File: config.mk
export PLATFORM = sky130hd
export DESIGN_NAME = gmt_mac
export DESIGN_NICKNAME = d
export VERILOG_FILES = /design/src/design/gmt_mac.sv
export SDC_FILE = /design/constraint.sdc
export NUM_CORES = 1
export LEC_CHECK = 0
export BUFFER_PORTS_ARGS = -buffer_cell sky130_fd_sc_hd__buf_2
export CORE_MARGIN = 5
export CORE_UTILIZATION = 50
export DETAILED_ROUTE_END_ITERATION = 16
export PLACE_DENSITY = 0.73
export SYNTH_ARGS = -nofsm -noshare
export SYNTH_HDL_FRONTEND = slang
export SYNTH_SLANG_ARGS = --single-unit
File: constraint.sdc
create_clock -name clk -period 21.6 [get_ports clk]
set_input_delay 4.32 -clock clk [delete_from_list [all_inputs] [get_ports clk]]
set_output_delay 4.32 -clock clk [all_outputs]
set_load 0.02 [all_outputs]
File: src/design/gmt_mac.sv
`timescale 1ns / 1ps

module gmt_mac #(
  parameter int ELEM_WIDTH = 32
) (
  input  logic                  clk,
  input  logic                  rst,
  input  logic                  clear,
  input  logic                  issue,
  input  logic [ELEM_WIDTH-1:0] a_data,
  input  logic [ELEM_WIDTH-1:0] b_data,
  output logic [ELEM_WIDTH-1:0] acc,
  output logic                  busy
);

  // Valid flags: operands at the memory outputs, products registered,
  // product assembled and ready to be added.
  logic                  v_rd;
  logic                  v_mul;
  logic                  v_prod;
  logic [ELEM_WIDTH-1:0] prod;

  always_ff @(posedge clk) begin
    if (rst) begin
      v_rd   <= 1'b0;
      v_mul  <= 1'b0;
      v_prod <= 1'b0;
    end else begin
      v_rd   <= issue;
      v_mul  <= v_rd;
      v_prod <= v_mul;
    end
  end

  generate
    if (ELEM_WIDTH > 32) begin : g_wide
      // Wide elements are split at bit 32; only the low ELEM_WIDTH bits of
      // the product are kept, so the high by high term drops out.
      localparam int HW = ELEM_WIDTH - 32;
      logic [63:0]   p_ll;
      logic [HW-1:0] p_lh;
      logic [HW-1:0] p_hl;

      always_ff @(posedge clk) begin
        p_ll <= 64'(a_data[31:0]) * 64'(b_data[31:0]);
        p_lh <= HW'(a_data[31:0] * 32'(b_data[ELEM_WIDTH-1:32]));
        p_hl <= HW'(32'(a_data[ELEM_WIDTH-1:32]) * b_data[31:0]);
        prod <= ELEM_WIDTH'(p_ll) + {HW'(p_lh + p_hl), 32'b0};
      end
    end else begin : g_narrow
      logic [ELEM_WIDTH-1:0] p_full;

      always_ff @(posedge clk) begin
        p_full <= a_data * b_data;
        prod   <= p_full;
      end
    end
  endgenerate

  always_ff @(posedge clk) begin
    if (clear) begin
      acc <= '0;
    end else if (v_prod) begin
      acc <= acc + prod;
    end
  end

  assign busy = v_rd | v_mul | v_prod;

endmodule

==> results.py <==
metrics = {
    "hold_path": {
        "holdPathStages": 0,
        "hold_start": "g_narrow.p_full[12]",
        "hold_path.class": "flop to flop",
        "holdPathEnd": "prod[12]",
    },
    "synth": {
        "yosys_most_used_dff": "dfxtp_1",
        "syn_inst": 2142,
        "synth_warnings": 0,
        "yosysSeqAreaShare": 0.101,
        "syn_area_per_cell_sq_um": 9.18,
        "syn-cell-area_sq_um": 19700,
        "synthDistinctLibCells": 70,
        "async_reset_ff_frac": 0,
        "ys_ff_latch": 99,
        "syn_nets": 2773,
        "synth-edff-count": 0,
    },
    "floorplan": {
        "design.core.area_sq_um": 38800,
        "die_area_sq_um": 43400,
        "start_util": 0.507,
        "io_pins": 101,
        "row_count": 72,
        "die_h_um": 208,
        "fp.dieW_um": 208,
    },
    "worst_setup_path": {
        "critPathKind": "primary input to flop",
        "critPathMaxFanout": 24,
        "r2r_end": "acc[20]",
        "rr_worst_depth": 12,
        "setup.worst_path.end_class": "flop",
        "startpoint_type": "primary input",
        "r2r-start": "acc[0]",
        "r2r_slack_ps": 18460,
        "critPathRequiredTime_ps": 21800,
        "arrival_ps": 11140,
    },
    "placed_design": {
        "port_buffers": 100,
        "hpwl_mm": 38.1,
        "gp_congestion": 0.900,
    },
    "clock_tree": {
        "cts_root_buf": "clkbuf_16",
        "cts_resized": 0,
        "cts_tree": "yes",
        "cts_max_level": 3,
        "cts_buffers": 9,
        "post-cts-setup-buffer-count": 0,
        "clk_pin_slew_worst_paths_ps": 70,
        "ctsHoldBuffers": 0,
        "cts.sinks": 99,
        "insertion_delay_ps": 340,
        "cts_buffer_depth": 2,
    },
    "sta": {
        "final-setup-viol-count": 0,
        "fin_crit_sh": 0.506,
        "tightest_slew_ps": 759,
        "setup-tns-final_ps": 0,
        "post-route-min-period_ps": 10940,
        "maxSlewViolCount": 0,
        "final_hold_viol_count": 0,
        "slew_headroom": 0.494,
        "rsz0062_at_grt": "no",
        "fin_worst_skew_ps": 8.20,
        "fmax_ghz": 0.0914,
    },
    "finish": {
        "fill_cells": 3459,
        "antenna_cells": 0,
        "final-seq-area_sq_um": 1980,
        "multi_input_area_sq_um": 15800,
        "drive_gt1_frac": 0.0638,
        "area_growth_pct": 5.97,
        "nets": 2789,
    },
    "global_routing": {
        "grt_overflow": 0,
        "grt_pass1_wl_mm": 77.5,
        "grt_max_degree": 52,
        "track_usage": 0.216,
        "grt_pass1_vias": 15400,
        "antenna_found_initial": 0,
    },
    "routing": {
        "drt_iter0_drc": 920,
        "wirelength_mm": 45.9,
        "route.detailed.drc": 0,
        "via_per_inst": 5.23,
        "vias": 14000,
        "wl_per_cell_um": 17.1,
        "ant_nets": 0,
        "drt_first_pass_iters": 5,
    },
    "status": {
        "outcome": "completed",
    },
    "flow_run": {
        "cap_viol_max_count": 0,
    },
}
worst max-delay path by stage:
| stage | start | endpoint | slack (ps) |
|---|---|---|---|
| after global routing | a_data[9] | g_narrow.p_full[31] | 10430 |
| final | a_data[8] | g_narrow.p_full[31] | 10660 |
| after floorplan | b_data[2] | g_narrow.p_full[30] | 10860 |
| after CTS | b_data[6] | g_narrow.p_full[31] | 10700 |
| after detailed placement | b_data[6] | g_narrow.p_full[30] | 10330 |
| after global placement | b_data[6] | g_narrow.p_full[31] | 10550 |
cell usage after synthesis (2+ instances only):
cell type	count	area, sq um
o21bai_1	2	15.0
clkbuf_1	93	349
ha_1	154	1930
mux2i_1	21	210
xnor2_1	79	692
o221ai_1	2	17.5
nand3_1	6	30.0
nor4_1	2	12.5
a21boi_1	2	15.0
nand2b_1	13	81.3
o21a_1	5	37.5
nand2_1	294	1100
o21ai_0	25	125
nor4b_1	2	17.5
nor3b_1	4	30.0
or3_1	6	37.5
nor2_1	64	240
dfxtp_1	99	1980
nor3_1	10	50.1
or3b_2	2	17.5
nand4_1	2	12.5
a211o_1	2	17.5
xor2_1	23	201
a211oi_1	11	82.6
a311oi_1	2	17.5
a21oi_1	43	215
a31oi_1	6	37.5
inv_1	406	1520
and2_1	274	1710
a21o_1	17	128
nor2b_1	11	68.8
o21ai_2	2	17.5
o311ai_0	5	43.8
buf_1	3	11.3
and3_1	6	37.5
a211oi_2	2	25.0
fa_1	409	8190
flip-flops by register name (all words and copies together) (netlist names):
signal and count:
acc 32, v_mul 1, v_prod 1, prod 32
g_narrow.p_full 32, v_rd 1
cell families (layout without fill, tap and decap cells):
| group | after synthesis | count (layout) | synth area share |
|---|---|---|---|
| flops | 99 | 99 | 0.101 |
| fa+ha+maj | 563 | 563 | 0.514 |
| xor+xnor | 102 | 102 | 0.0454 |
| mux | 22 | 22 | 0.0113 |
| simple gates | 705 | 705 | 0.180 |
| compound gates | 148 | 148 | 0.0528 |
| buf+inv | 503 | 524 | 0.0960 |
metrics by stage:
step / util / instances / instance area, sq um / setup slack, ps / hold slack [ps]
after floorplan: - / 2142 / 19700 / 10860 / 310
after CTS: 0.537 / 2681 / 20800 / 10700 / 320
final: 0.537 / 2681 / 20800 / 10660 / 320
after global placement: 0.527 / 2665 / 20500 / 10550 / 310
after global routing: 0.537 / 2681 / 20800 / 10430 / 326
after detailed placement: 0.527 / 2665 / 20500 / 10330 / 312
critical path, stage by stage:
cell and delay [ps]:
buf_2 460, nand2_1 160, fa_1 420, inv_1 70, fa_1 430, fa_1 520, inv_1 50, fa_1 500
inv_1 70, fa_1 510, inv_1 60, fa_1 530, inv_1 50, fa_1 500, fa_1 430, ha_1 390
a21oi_1 110, o21ai_0 300, o21ba_1 160, a211oi_1 60, nor3_2 360, a211oi_1 130, or3_1 400, xnor2_1 130
routing by layer:
metal | up-vias | global-route usage | share of wire
li1 | 6427 | - | -
met1 | 7117 | 0.298 | 0.44
met2 | 422 | 0.367 | 0.48
met3 | 67 | 0.0262 | 0.059
met4 | 0 | 0.0528 | 0.023
met5 | - | 0 | 0
cells in the final DEF (no fill, tap or decap), drive strengths merged, types with 4 or more instances in the layout:
| master | instances |
|---|---|
| fa | 409 |
| inv | 406 |
| nand2 | 294 |
| and2 | 274 |
| ha | 154 |
| buf | 102 |
| dfxtp | 99 |
| xnor2 | 79 |
| nor2 | 64 |
| a21oi | 44 |
| o21ai | 28 |
| xor2 | 23 |
| mux2i | 21 |
| a21o | 17 |
| nand2b | 13 |
| a211oi | 13 |
| nor2b | 11 |
| nor3 | 11 |
| clkbuf | 10 |
| a31oi | 8 |
| nand3 | 6 |
| and3 | 6 |
| or3 | 6 |
| o21a | 5 |
| o311ai | 5 |
| nor3b | 5 |
| bufinv | 4 |
cell type report:
cell class,count,area share
Timing Repair Buffer,102,0.0247
Inverter,406,0.0731
Sequential cell,99,0.0951
Clock buffer,10,0.0115
Clock inverter,6,0.00654
Multi-Input combinational cell,1540,0.758
Tap cell,518,0.0311
Power is not shown: default switching activity piles up to over one toggle a cycle in this logic, so the estimate is an artifact.
