==> src/design/gmt_pkg.sv <==
`timescale 1ns / 1ps

package gmt_pkg;

  // Default sizing of the block.
  localparam int GMT_MAX_DIM    = 16;
  localparam int GMT_ELEM_WIDTH = 32;

  // Fixed widths of the request, response and configuration fields.
  localparam int DIM_W   = 5;
  localparam int POS_W   = 4;
  localparam int VALUE_W = 32;
  localparam int OP_W    = 2;
  localparam int REG_W   = 3;

  typedef enum logic [OP_W-1:0] {
    OP_WR_A = 2'd0,
    OP_WR_B = 2'd1,
    OP_RD   = 2'd2,
    OP_NONE = 2'd3
  } op_t;

  typedef enum logic [REG_W-1:0] {
    REG_DIM_L   = 3'd0,
    REG_DIM_M   = 3'd1,
    REG_DIM_N   = 3'd2,
    REG_TRANS_A = 3'd3,
    REG_TRANS_B = 3'd4
  } reg_idx_t;

  typedef enum logic [1:0] {
    ST_IDLE,
    ST_RUN,
    ST_DRAIN,
    ST_EMIT
  } state_t;

  typedef struct packed {
    logic [DIM_W-1:0] dim_l;
    logic [DIM_W-1:0] dim_m;
    logic [DIM_W-1:0] dim_n;
    logic             trans_a;
    logic             trans_b;
  } cfg_t;

endpackage

==> src/design/gmt_cfg_if.sv <==
`timescale 1ns / 1ps

interface gmt_cfg_if import gmt_pkg::*; ();
  logic             valid;
  logic             ready;
  logic [REG_W-1:0] index;
  logic [DIM_W-1:0] data;

  modport source (output valid, index, data, input ready);
  modport sink   (input valid, index, data, output ready);
endinterface

==> src/design/gmt_cfg_regs.sv <==
`timescale 1ns / 1ps

module gmt_cfg_regs import gmt_pkg::*; #(
  parameter int MAX_DIM = GMT_MAX_DIM
) (
  input  logic      clk,
  input  logic      rst,
  gmt_cfg_if.sink   cfg_port,
  output cfg_t      cfg
);

  // Largest value a dimension register can hold after saturation.
  localparam logic [DIM_W-1:0] DIM_CAP =
    (MAX_DIM > 31) ? DIM_W'(31) : DIM_W'(MAX_DIM);

  logic [DIM_W-1:0] dim_sat;

  assign cfg_port.ready = 1'b1;
  assign dim_sat = (cfg_port.data > DIM_CAP) ? DIM_CAP : cfg_port.data;

  always_ff @(posedge clk) begin
    if (rst) begin
      cfg.dim_l   <= DIM_W'(1);
      cfg.dim_m   <= DIM_W'(1);
      cfg.dim_n   <= DIM_W'(1);
      cfg.trans_a <= 1'b0;
      cfg.trans_b <= 1'b0;
    end else if (cfg_port.valid) begin
      unique case (cfg_port.index)
        REG_DIM_L:   cfg.dim_l   <= dim_sat;
        REG_DIM_M:   cfg.dim_m   <= dim_sat;
        REG_DIM_N:   cfg.dim_n   <= dim_sat;
        REG_TRANS_A: cfg.trans_a <= cfg_port.data[0];
        REG_TRANS_B: cfg.trans_b <= cfg_port.data[0];
        default: ;
      endcase
    end
  end

endmodule

==> src/flat_wrapper.sv <==
// flat-port wrapper written by rule: the top's interface ports become plain ports
module gmt_cfg_regs_flat import gmt_pkg::*;
#(
  parameter int MAX_DIM = GMT_MAX_DIM
)
  (clk, rst, cfg, cfg_port_valid, cfg_port_index, cfg_port_data, cfg_port_ready);
  gmt_cfg_if cfg_port_i ();
  input  logic clk;
  input  logic rst;
  output cfg_t cfg;
  input wire logic [$bits(cfg_port_i.valid)-1:0] cfg_port_valid;
  input wire logic [$bits(cfg_port_i.index)-1:0] cfg_port_index;
  input wire logic [$bits(cfg_port_i.data)-1:0] cfg_port_data;
  output wire logic [$bits(cfg_port_i.ready)-1:0] cfg_port_ready;
  assign cfg_port_i.valid = cfg_port_valid;
  assign cfg_port_i.index = cfg_port_index;
  assign cfg_port_i.data = cfg_port_data;
  assign cfg_port_ready = cfg_port_i.ready;
  gmt_cfg_regs #(.MAX_DIM(MAX_DIM)) u_core (.clk(clk), .rst(rst), .cfg_port(cfg_port_i), .cfg(cfg));
endmodule
==> config.mk <==
export PLATFORM = sky130hd
export DESIGN_NAME = gmt_cfg_regs_flat
export DESIGN_NICKNAME = d
export VERILOG_FILES = /design/src/design/gmt_pkg.sv /design/src/design/gmt_cfg_if.sv /design/src/design/gmt_cfg_regs.sv /design/src/flat_wrapper.sv
export SDC_FILE = /design/constraint.sdc
export NUM_CORES = 1
export LEC_CHECK = 0
export BUFFER_PORTS_ARGS = -buffer_cell sky130_fd_sc_hd__buf_4
export CAP_MARGIN = 25
export CORE_MARGIN = 5
export CORE_UTILIZATION = 45
export DETAILED_ROUTE_END_ITERATION = 8
export GPL_TIMING_DRIVEN = 0
export PLACE_DENSITY = 0.85
export REMOVE_ABC_BUFFERS = 1
export SLEW_MARGIN = 15
export SYNTH_ARGS = -nofsm -noshare
export SYNTH_HDL_FRONTEND = slang
export SYNTH_SLANG_ARGS = --single-unit
==> constraint.sdc <==
create_clock -name clk -period 1.3 [get_ports clk]
set_clock_uncertainty 0.15 [all_clocks]
set_input_delay 0.065 -clock clk [delete_from_list [all_inputs] [get_ports clk]]
set_output_delay 0.065 -clock clk [all_outputs]
set_load 0.05 [all_outputs]
==> flow_summary_export.csv <==
group,metric,value,unit
finish,layout.nets,108,
die,dieArea,2429,um2
finish,drive_above_1_share,0.3438,
detailed_routing,drt_iter0_drc,5,
die,die_w,49.28,um
worst_hold_path,hold_class,"primary input to flip-flop",
pwr,p_leak,0.4787,nW
global_route,grt_pass1_vias,547,
global_route,grt_max_degree,19,
setup_path,worstPathRequired,1.09,ns
yosys,ys_seq_area_frac,0.4901,
yosys,synthTopCellsByArea,"dfxtp_1 49%, mux2i_1 23%, nor2_1 8.6%",
yosys,yosysMostFrequentCell,"dfxtp_1",
placed_design,dp_cells,105,
detailed_routing,vias,545,
detailed_routing,finalWirelength,1432,um
clock_network,clk_pin_slew,0.10,ns
setup_path,end_kind,"primary output",
finish,syn_to_final_growth,36.76,%
placed_design,port_buffers,27,
clock_network,cts_resized,0,
setup_path,worstSetupStartpointType,"flip-flop",
finish,top_regs,"u_core.cfg x17",
setup_path,critPathSlowestCell,"dfxtp_1",
setup_path,critPathKind,"flip-flop to primary output",
detailed_routing,dr.pass1.iters,3,
clock_network,insertion_delay,0.28,ns
finish,antennaDiodeCount,0,
yosys,synth_seq_cells,17,
detailed_routing,viasPerCell,4.866,
outcome,status,"complete, but fails checks",
sta,hold_viol,1,
finish,largest_register_ffs,17,
yosys,ys_async_sr_fraction,0,
clock_network,cts_setup_buffers,0,
sta,hold_slack,-0.05825,ns
pwr,power.density,1012,nW/um2
placed_design,hpwl,1078,um
finish,final_cells,112,
finish,fill_cells,129,
clock_network,clockRootBuffer,"clkbuf_4",
clock_network,cts_max_path_buffers,2,
clock_network,cts_tree,"done",
sta,fin_crit,1.086,ns
setup_path,cp_max_fo,2,
sta,worst_pin_slew,0.5062,ns
setup_path,max_stage_delay,0.37,ns
sta,max_freq,920.4,MHz
yosys,yosysWarnings,0,
yosys,synth_top_area_frac,0.4901,
pwr,ir_worst_vdd,0.6113,mV
clock_network,numCtsBuffers,3,
sta,period_share,0.8358,
yosys,synth_largest_area_cell,"dfxtp_1",
setup_path,cpLargestDelayFamily,"flip-flops",
finish,regMostFlops,"u_core.cfg",
clock_network,ctsHoldBuffers,3,
detailed_routing,wire_per_inst,12.79,um
global_route,antenna_found_initial,0,
yosys,syn_area,694.4,um2
detailed_routing,post-route-drc-count,0,
clock_network,clock-sinks,17,
yosys,synth_area_per_cell,10.36,um2
yosys,synth_edf_count,0,
yosys,yosys-top-cells-count,"17 x dfxtp_1, 16 x mux2i_1, 16 x nor2_1",
clock_network,htree_levels,1,
global_route,grt_pass1_wl,2470,um
global_route,grt.overflow.total,0,
sta,tns,0,ns
placed_design,preCtsSetupSlack,0.008469,ns
sta,finalSetupViolations,0,
die,start_util,0.4664,
detailed_routing,ant_nets,0,
die,dieHeight,49.28,um
setup_path,crit_chain,"buf_4",
yosys,synthCells,67,
sta,rsz0062_at_grt,"no",
die,fp.coreArea,1489,um2
sta,setup_ws,0.2135,ns
die,row_count,14,
sta,maxSlewViolCount,0,
placed_design,gp_routability_congestion,0.6303,
setup_path,path_buf_inv,1,
yosys,yosysUniqueCellTypes,16,
flow_run,maxCapViolations,0,
die,ios,29,
global_route,grt_usage,0.1279,
sta,slew_headroom,0.6611,
outcome,violations,"hold timing",
yosys,ys.flop_type,"dfxtp_1",
setup_path,crit_arrival,0.87,ns
## cells by family after synthesis
kind of cell / Yosys count / share of synthesized area
buffers and inverters: 6 / 0.04143
muxes: 16 / 0.2306
AOI/OAI and AO/OA: 2 / 0.01441
other: 1 / 0.005400
and+or+nand+nor: 25 / 0.2180
DFF: 17 / 0.4901
## stage by stage
step / cell area, um2 / utilization / power (mW)
finish: 949.7 / 0.6378 / 0.9609
global route: 949.7 / 0.6378 / 1.008
CTS: 949.7 / 0.6378 / 0.9714
detailed placement: 892.1 / 0.5992 / 0.6854
global placement: 892.1 / 0.5992 / 0.6828
floorplan: 669.4 / - / 0.6227
## layout make-up
type,count,area (um2),area share
Timing Repair Buffer,30,232.7,0.2451
Clock buffer,3,22.52,0.02372
Multi-Input combinational cell,44,325.3,0.3426
Sequential cell,17,340.3,0.3584
Clock inverter,1,5.005,0.005270
Inverter,1,3.754,0.003953
Tap cell,16,20.02,0.02108
## metal layers
layer	vias to the layer above	part of all wire	track usage
met1	247	0.43	0.1601
met2	15	0.50	0.1910
li1	281	-	-
met3	2	0.059	0.04281
met5	-	0	0
met4	0	0.0070	0.06726
## placed cells by master (no fill, tap or decap), drive strengths merged, types with 2 or more instances in the layout
cell | Yosys | layout
nand4bb | 2 | 2
dlygate4sd3 | 0 | 3
nor2b | 3 | 3
dfxtp | 17 | 17
clkbuf | 1 | 3
a21oi | 2 | 2
mux2i | 16 | 16
buf | 4 | 27
nor2 | 16 | 16
## power by group
part           internal, mW  switching [mW]  total [mW]
combinational        0.0598          0.0843       0.144
clock                 0.114           0.167       0.282
sequential            0.530         0.00502       0.535
total                 0.704           0.256       0.961
## final timing paths
check	from	end	slack [ns]	cells past startpoint
max	u_core.cfg[10]	cfg[10]	0.21	1
min	cfg_port_index[2]	u_core.cfg[12]	-0.06	3
max reg2reg	u_core.cfg[12]	u_core.cfg[12]	0.45	2
min reg2reg	u_core.cfg[1]	u_core.cfg[1]	0.36	2
Note: power is estimated with default switching activity, not from simulation.
